$ cat src/hdl/psps_pkg.sv
// types and constants for the periodic surface pixel shader
// no dependencies; imported by periodic_surface_pixel_shader_top, psps_checker and testbench

package psps_pkg;

  // configuration port geometry
  localparam int CfgIdxW  = 3;
  localparam int CfgDataW = 8;

  // schwarz p field gain
  localparam int SchwarzGain = 74;

  // reciprocal of 127 for an exact floor divide of values below 2**24
  localparam int          DivShift = 31;
  localparam logic [24:0] DivRecip = 25'd16909321;

  // config register reset values
  localparam logic [7:0] MorphRst = 8'd0;
  localparam logic [5:0] SharpRst = 6'd23;
  localparam logic [7:0] GlowRst  = 8'd0;
  localparam logic [7:0] DriveRst = 8'd255;
  localparam logic [7:0] HueRst   = 8'd0;

  typedef enum logic [CfgIdxW-1:0] {
    CfgMorph = 3'd0,
    CfgSharp = 3'd1,
    CfgGlow  = 3'd2,
    CfgDrive = 3'd3,
    CfgHue   = 3'd4
  } cfg_idx_e;

  typedef struct packed {
    logic signed [7:0] sine_x;
    logic signed [7:0] sine_y;
    logic signed [7:0] sine_z;
    logic signed [7:0] cosine_x;
    logic signed [7:0] cosine_y;
    logic signed [7:0] cosine_z;
  } pixel_in_t;

  typedef struct packed {
    logic [7:0] luminance;
    logic [7:0] palette_index;
  } pixel_out_t;

endpackage

$ cat src/hdl/periodic_surface_pixel_shader_top.sv
// periodic surface pixel shader, ten stage pipeline
// depends on psps_pkg for payload structs, register codes and constants

// depth: ten register stages between the accepted input word and out_valid_o
// throughput: one word per cycle while out_ready_i holds; every stage is one register, bubbles collapse under stall
// the critical stage holds one 24 x 25 bit multiply (reciprocal divide by 127)
// reset: asynchronous active low; clears all valid bits and loads the register defaults
// datapath registers carry no reset
module periodic_surface_pixel_shader_top
  import psps_pkg::*;
(
  input  logic                clk_i,
  input  logic                rst_ni,
  // pixel input channel
  input  logic                in_valid_i,
  output logic                in_ready_o,
  input  pixel_in_t           in_data_i,
  // shaded output channel
  output logic                out_valid_o,
  input  logic                out_ready_i,
  output pixel_out_t          out_data_o,
  // configuration write port
  input  logic                cfg_we_i,
  input  logic [CfgIdxW-1:0]  cfg_idx_i,
  input  logic [CfgDataW-1:0] cfg_data_i
);

  localparam int NumStages = 10;

  // ---------------------------------------------------------------------------
  // configuration registers
  // ---------------------------------------------------------------------------
  logic [7:0] morph_q;
  logic [5:0] sharp_q;
  logic [7:0] glow_q;
  logic [7:0] drive_q;
  logic [7:0] hue_q;

  always_ff @(posedge clk_i or negedge rst_ni) begin
    if (!rst_ni) begin
      morph_q <= MorphRst;
      sharp_q <= SharpRst;
      glow_q  <= GlowRst;
      drive_q <= DriveRst;
      hue_q   <= HueRst;
    end else if (cfg_we_i) begin
      unique case (cfg_idx_e'(cfg_idx_i))
        CfgMorph: morph_q <= cfg_data_i;
        CfgSharp: sharp_q <= cfg_data_i[5:0];
        CfgGlow:  glow_q  <= cfg_data_i;
        CfgDrive: drive_q <= cfg_data_i;
        CfgHue:   hue_q   <= cfg_data_i;
        default: ;  // unknown index, write dropped
      endcase
    end
  end

  // blend weights: first field gets 127 - m[6:0], second gets m[6:0]
  // below 128 the pair is gyroid / schwarz, from 128 up it is schwarz / diamond
  logic [6:0] wgt_a;
  logic [6:0] wgt_b;
  assign wgt_a = 7'd127 - morph_q[6:0];
  assign wgt_b = morph_q[6:0];

  // ---------------------------------------------------------------------------
  // pipeline control: per-stage valid bits, a stage loads when it is empty
  // or the stage after it moves
  // ---------------------------------------------------------------------------
  logic [NumStages:1] vld_q;
  logic [NumStages:1] stage_en;

  always_comb begin
    stage_en[NumStages] = !vld_q[NumStages] || out_ready_i;
    for (int k = NumStages - 1; k >= 1; k--) begin
      stage_en[k] = !vld_q[k] || stage_en[k+1];
    end
  end

  always_ff @(posedge clk_i or negedge rst_ni) begin
    if (!rst_ni) begin
      vld_q <= '0;
    end else begin
      if (stage_en[1]) begin
        vld_q[1] <= in_valid_i;
      end
      for (int k = 2; k <= NumStages; k++) begin
        if (stage_en[k]) begin
          vld_q[k] <= vld_q[k-1];
        end
      end
    end
  end

  assign in_ready_o  = stage_en[1];
  assign out_valid_o = vld_q[NumStages];

  // ---------------------------------------------------------------------------
  // stage 1: pairwise products of sine and cosine terms
  // ---------------------------------------------------------------------------
  logic signed [15:0] s1_g0_q;   // sx * cy
  logic signed [15:0] s1_g1_q;   // sy * cz, shared by gyroid and diamond
  logic signed [15:0] s1_g2_q;   // sz * cx
  logic signed [15:0] s1_pss_q;  // sy * sz
  logic signed [15:0] s1_pcc_q;  // cy * cz
  logic signed [15:0] s1_pcs_q;  // cy * sz
  logic signed [9:0]  s1_csum_q; // cx + cy + cz
  logic signed [7:0]  s1_sx_q;
  logic signed [7:0]  s1_cx_q;

  always_ff @(posedge clk_i) begin
    if (stage_en[1]) begin
      s1_g0_q   <= in_data_i.sine_x * in_data_i.cosine_y;
      s1_g1_q   <= in_data_i.sine_y * in_data_i.cosine_z;
      s1_g2_q   <= in_data_i.sine_z * in_data_i.cosine_x;
      s1_pss_q  <= in_data_i.sine_y * in_data_i.sine_z;
      s1_pcc_q  <= in_data_i.cosine_y * in_data_i.cosine_z;
      s1_pcs_q  <= in_data_i.cosine_y * in_data_i.sine_z;
      s1_csum_q <= 10'(in_data_i.cosine_x) + 10'(in_data_i.cosine_y)
                 + 10'(in_data_i.cosine_z);
      s1_sx_q   <= in_data_i.sine_x;
      s1_cx_q   <= in_data_i.cosine_x;
    end
  end

  // ---------------------------------------------------------------------------
  // stage 2: gyroid sum, schwarz field, diamond partial sums
  // diamond = sx * (sy*sz + cy*cz) + cx * (sy*cz + cy*sz)
  // ---------------------------------------------------------------------------
  logic signed [16:0] s2_gyro_q;
  logic signed [15:0] s2_schw_q;
  logic signed [16:0] s2_da_q;
  logic signed [16:0] s2_db_q;
  logic signed [7:0]  s2_sx_q;
  logic signed [7:0]  s2_cx_q;

  always_ff @(posedge clk_i) begin
    if (stage_en[2]) begin
      s2_gyro_q <= 17'(s1_g0_q) + 17'(s1_g1_q) + 17'(s1_g2_q);
      s2_schw_q <= 16'(s1_csum_q * SchwarzGain);
      s2_da_q   <= 17'(s1_pss_q) + 17'(s1_pcc_q);
      s2_db_q   <= 17'(s1_g1_q) + 17'(s1_pcs_q);
      s2_sx_q   <= s1_sx_q;
      s2_cx_q   <= s1_cx_q;
    end
  end

  // ---------------------------------------------------------------------------
  // stage 3: full diamond numerator
  // ---------------------------------------------------------------------------
  logic signed [24:0] s3_dnum_q;
  logic signed [16:0] s3_gyro_q;
  logic signed [15:0] s3_schw_q;

  always_ff @(posedge clk_i) begin
    if (stage_en[3]) begin
      s3_dnum_q <= 25'(s2_sx_q) * 25'(s2_da_q) + 25'(s2_cx_q) * 25'(s2_db_q);
      s3_gyro_q <= s2_gyro_q;
      s3_schw_q <= s2_schw_q;
    end
  end

  // ---------------------------------------------------------------------------
  // stage 4: diamond / 128 toward zero, pick the two fields to blend
  // ---------------------------------------------------------------------------
  logic signed [17:0] s4_diam;
  logic signed [17:0] s4_opa_q;
  logic signed [17:0] s4_opb_q;

  always_comb begin
    if (s3_dnum_q[24]) begin
      s4_diam = 18'((s3_dnum_q + 25'sd127) >>> 7);
    end else begin
      s4_diam = 18'(s3_dnum_q >>> 7);
    end
  end

  always_ff @(posedge clk_i) begin
    if (stage_en[4]) begin
      if (morph_q[7]) begin
        s4_opa_q <= 18'(s3_schw_q);
        s4_opb_q <= s4_diam;
      end else begin
        s4_opa_q <= 18'(s3_gyro_q);
        s4_opb_q <= 18'(s3_schw_q);
      end
    end
  end

  // ---------------------------------------------------------------------------
  // stage 5: weighted fields
  // ---------------------------------------------------------------------------
  logic signed [24:0] s5_pa_q;
  logic signed [24:0] s5_pb_q;

  always_ff @(posedge clk_i) begin
    if (stage_en[5]) begin
      s5_pa_q <= 25'(s4_opa_q) * 25'($signed({1'b0, wgt_a}));
      s5_pb_q <= 25'(s4_opb_q) * 25'($signed({1'b0, wgt_b}));
    end
  end

  // ---------------------------------------------------------------------------
  // stage 6: blend sum and magnitude; |x / 127| toward zero equals |x| / 127 floored
  // ---------------------------------------------------------------------------
  logic signed [25:0] s6_sum;
  logic [23:0]        s6_mag_q;

  assign s6_sum = 26'(s5_pa_q) + 26'(s5_pb_q);

  always_ff @(posedge clk_i) begin
    if (stage_en[6]) begin
      s6_mag_q <= s6_sum[25] ? 24'(-s6_sum) : 24'(s6_sum);
    end
  end

  // ---------------------------------------------------------------------------
  // stage 7: divide by 127 through the reciprocal, keep psi >> 6
  // ---------------------------------------------------------------------------
  logic [48:0] s7_prod;
  logic [11:0] s7_dist_q;

  assign s7_prod = 49'(s6_mag_q) * 49'(DivRecip);

  always_ff @(posedge clk_i) begin
    if (stage_en[7]) begin
      s7_dist_q <= s7_prod[48:DivShift+6];
    end
  end

  // ---------------------------------------------------------------------------
  // stage 8: sharpness scale, surface and fill levels
  // ---------------------------------------------------------------------------
  logic [17:0] s8_prod;
  logic [9:0]  s8_d;
  logic [7:0]  s8_surf_q;
  logic [7:0]  s8_fill_q;

  assign s8_prod = 18'(s7_dist_q) * 18'(sharp_q);
  assign s8_d    = s8_prod[17:8];

  always_ff @(posedge clk_i) begin
    if (stage_en[8]) begin
      if (s8_d[9:8] != 2'b00) begin
        s8_surf_q <= 8'd0;
        s8_fill_q <= 8'd255;
      end else begin
        s8_surf_q <= ~s8_d[7:0];
        s8_fill_q <= s8_d[7:0];
      end
    end
  end

  // ---------------------------------------------------------------------------
  // stage 9: glow mix
  // ---------------------------------------------------------------------------
  logic [16:0] s9_sum;
  logic [7:0]  s9_mix_q;

  assign s9_sum = 17'(16'(s8_surf_q) * 16'(8'd255 - glow_q))
                + 17'(16'(s8_fill_q) * 16'(glow_q));

  always_ff @(posedge clk_i) begin
    if (stage_en[9]) begin
      s9_mix_q <= s9_sum[15:8];
    end
  end

  // ---------------------------------------------------------------------------
  // stage 10: drive scale and palette index, output word register
  // ---------------------------------------------------------------------------
  logic [16:0] s10_prod;
  logic [7:0]  s10_lum;
  pixel_out_t  out_q;

  assign s10_prod = 17'(s9_mix_q) * 17'({1'b0, drive_q} + 9'd1);
  assign s10_lum  = s10_prod[15:8];

  always_ff @(posedge clk_i) begin
    if (stage_en[10]) begin
      out_q.luminance     <= s10_lum;
      out_q.palette_index <= {1'b0, s10_lum[7:1]} + hue_q;
    end
  end

  assign out_data_o = out_q;

`ifndef SYNTHESIS
  // an empty output stage never blocks the input
  assert property (@(posedge clk_i) disable iff (!rst_ni)
    !out_valid_o |-> in_ready_o)
    else $error("input stalled while output stage empty");

  // input only stalls when every stage holds a word
  assert property (@(posedge clk_i) disable iff (!rst_ni)
    !in_ready_o |-> (&vld_q))
    else $error("input stalled with a bubble in the pipeline");

  // an accepted word lands in the first stage
  assert property (@(posedge clk_i) disable iff (!rst_ni)
    (in_valid_i && in_ready_o) |=> vld_q[1])
    else $error("accepted word lost at pipeline entry");

  // surface and fill levels are complementary
  assert property (@(posedge clk_i) disable iff (!rst_ni)
    vld_q[8] |-> ((9'(s8_surf_q) + 9'(s8_fill_q)) == 9'd255))
    else $error("surface and fill levels out of step");
`endif

endmodule

$ cat config.mk
export PLATFORM = sky130hd
export DESIGN_NAME = periodic_surface_pixel_shader_top
export DESIGN_NICKNAME = d
export VERILOG_FILES = /design/src/hdl/psps_pkg.sv /design/src/hdl/periodic_surface_pixel_shader_top.sv
export SDC_FILE = /design/constraint.sdc
export NUM_CORES = 2
export LEC_CHECK = 0
export ABC_AREA = 1
export BUFFER_PORTS_ARGS = -buffer_cell sky130_fd_sc_hd__buf_4
export CORE_ASPECT_RATIO = 1.4
export CORE_MARGIN = 3
export CORE_UTILIZATION = 30
export CTS_BUF_LIST = sky130_fd_sc_hd__clkbuf_8 sky130_fd_sc_hd__clkbuf_16
export DETAILED_ROUTE_END_ITERATION = 16
export SLEW_MARGIN = 20
export SYNTH_ARGS = -nofsm -noshare
export SYNTH_HDL_FRONTEND = slang
export SYNTH_SLANG_ARGS = --single-unit
$ cat constraint.sdc
create_clock -name clk_i -period 12.7 [get_ports clk_i]
set_clock_uncertainty 0.15 [all_clocks]
set_input_delay 2.54 -clock clk_i [delete_from_list [all_inputs] [get_ports clk_i]]
set_output_delay 2.54 -clock clk_i [all_outputs]
set_load 0.01 [all_outputs]
==> results.md <==
- Via density: 4.47
- Tmin final: 9.39 ns
- Yosys cell types: 50
- GRT Total Usage: 13.9%
- Async S/R FF share, synth: 10.2%
- Num CTS Buffers: 54
- Setup tns final: 0 ns
- Synth warn: 0
- Status: complete, no violations
- Number of global-route vias before repair: 51700
- Fmax: 107 MHz
- Hold bufs inserted after CTS: 0
- Num rows: 205
- Die X: 408 µm
- Pre-Repair DR Iteration Count: 6
- Syn_area_per_cell: 8.68 µm²
- Max Cap Violations: 0
- Post-synth EDFFs: 422
- Die area: 232000 µm²
- Core area: 224000 µm²
- Initial drt markers: 2416
- R2R setup slack: 5.40 ns
- Clk sinks: 470
- DR WL/cell: 14.8 µm
- Synthesized instance count: 7809
- Die height: 568 µm
- Vias after detailed routing: 48300
- Most frequent cells after synthesis: inv_1 (2148), nand2_1 (1627), fa_1 (1023)
- Largest net degree at the start of global routing: 59
- First-pass GRT wire length: 262000 µm
- Hold violation total from the final report: 0
- Share of the synthesized area in the top cell type: 30.2%
- Critical Path Max Stage Delay: 0.45 ns
- Grt peak-use layer: met2
- M1 GR Usage: 15.1%
- CTS resizes: 0
- Antenna-violating nets left: 0
- Clock latency on the worst-skew pair: 0.68 ns
- Crit-path cells: buf_4 > nor2_1 > inv_1 > nor2_1 > inv_1 > nor2_1 > inv_1 > nor2_1 > inv_1 > nor2_1 > nand2_2 > buf_4 > nor2_2 > nand2_2 > nor2_1 > nand2_4 > buf_4
- I/O Buffers: 81
- Remaining global-route overflow: 0
- Min Hold Slack: 0.264 ns
- Worst path bufs/invs: 7
- Period utilisation layout: 73.9%
- Htree depth: 2
- Crit Path Max Fanout: 52
- RSZ-0062 raised after global routing: false
- Top delay family on crit path: simple AND/OR/NAND/NOR gates
- Hold Path Sink: s3_schw_q[9]
- CTS tree: done
- Worst Path Required: 10.01 ns
- Slew margin rel.: 33.1%
- WL final: 160000 µm
- CP startpoint kind: primary input
- I/O pin count: 82
- CP Data Arrival Time: 6.70 ns
- Most numerous cell in the Yosys netlist: inv_1
- Setup bufs post-CTS: 0
- Placer Congestion: 0.889
- Clk buf depth: 3
- Final #Nets: 9603
- Slowest-stage cell, CP: nand2_4
- Worst-path clk slew: 0.06 ns
- Worst Tran Pin Value: 1.00 ns
- Area grow syn2layout: 8.23%
- Max Transition Viols Final: 0
- Synth area leaders: fa_1 (30%), edfxtp_1 (19%), ha_1 (14%)
- Clk root buf: clkbuf_16
- Synthesized Nets: 9642
- Path type of the worst min-delay path: reg2reg
- Antenna violations before repair: 0
- Worst reg2reg startpoint: drive_q[0]
- Worst Setup End Kind: output pin
- Cell count of the worst hold path: 0
- GRT met2 Usage: 27.4%
- Crit path kind: in2out
- # DRC: 0
- Synth Flop Type: edfxtp_1
- Critical path's most frequent cell: nor2_1
- Hold path start: s2_schw_q[9]
- Seq/Total Area, Yosys: 20.5%
- Final setup viols: 0
- Synthesized area: 67800 µm²
- Met3 Use GR: 0.969%
- Initial Util: 30.3%
- #FFs+latches synth: 470
- Synth area leader: fa_1
- Final HPWL DP: 134000 µm
- Share of cells above drive strength 1: 3.35%
- RR Endpoint: out_data_o[7]
- FF-to-FF path depth: 31
## state kept, by name, indices dropped and copies added, names as in the netlist, 17 cells and up
signal     cells
s2_da_q       17
s2_db_q       17
s2_gyro_q     17
s3_dnum_q     25
s3_gyro_q     17
s4_opa_q      17
s4_opb_q      18
s5_pa_q       25
s5_pb_q       25
s6_mag_q      24
## final cells by class
class / count / area (µm²)
inverters: 2150 / 8070
multi-input cells: 4993 / 45000
diodes: 1 / 2.50
repair buffers: 101 / 758
flip-flops and latches: 470 / 13900
clock inverters: 45 / 450
clock buffers: 55 / 1370
fillers: 23500 / 150000
well taps: 3001 / 3750
## logic make-up after synthesis
group           Yosys count  share of synthesized area (%)
flops                   470                           20.5
buf+inv                2346                           13.0
simple gates           2324                           13.7
compound gates          582                           4.67
xor+xnor                318                           4.12
fa+ha+maj              1769                           44.0
## metrics by stage
step	cells	setup WS, ns	area (µm²)	utilization, %
4_1_cts	10800	3.22	73300	32.8
5_1_grt	10800	2.81	73300	32.8
6_report	10800	3.31	73300	32.8
3_3_place_gp	10700	3.22	71500	32.0
3_5_place_dp	10700	3.22	71500	32.0
2_1_floorplan	7809	0.451	67800	-
## per-layer routing
metal  vias to the layer above  wire length (µm)
met2                       962             87700
met1                     23800             59400
li1                      23200                 -
met4                         0              8190
met3                       320              4720
met5                         -                 0
## placed cells by master (no fill, tap or decap), types with 6 or more instances in the layout
cell / count
inv_1: 2156
nand2_1: 1624
fa_1: 1023
ha_1: 746
edfxtp_1: 422
nor2_1: 410
a21oi_1: 285
xor2_1: 196
o21ai_0: 190
nand3_1: 133
xnor2_1: 121
buf_4: 101
clkbuf_16: 54
nand4_1: 44
or2_2: 41
dfrtp_1: 36
nor3_1: 34
a21o_1: 22
o21bai_1: 13
dfstp_2: 12
nor4_1: 11
clkinv_2: 11
a21boi_0: 10
a31oi_1: 9
o211ai_1: 9
o21ai_1: 9
o31ai_1: 8
o21a_1: 7
nand3b_1: 7
clkinvlp_4: 7
clkinv_1: 6
## worst max path at each step
stage | startpoint | to | depth (start not counted)
finish | out_ready_i | in_ready_o | 17
global route | out_ready_i | in_ready_o | 17
CTS | out_ready_i | in_ready_o | 17
detailed placement | out_ready_i | in_ready_o | 17
global placement | out_ready_i | in_ready_o | 17
floorplan | out_ready_i | in_ready_o | 14
Power is left out: the tool's default activity adds up to more than one toggle a clock period on the data nets, which glitch-free logic cannot reach.
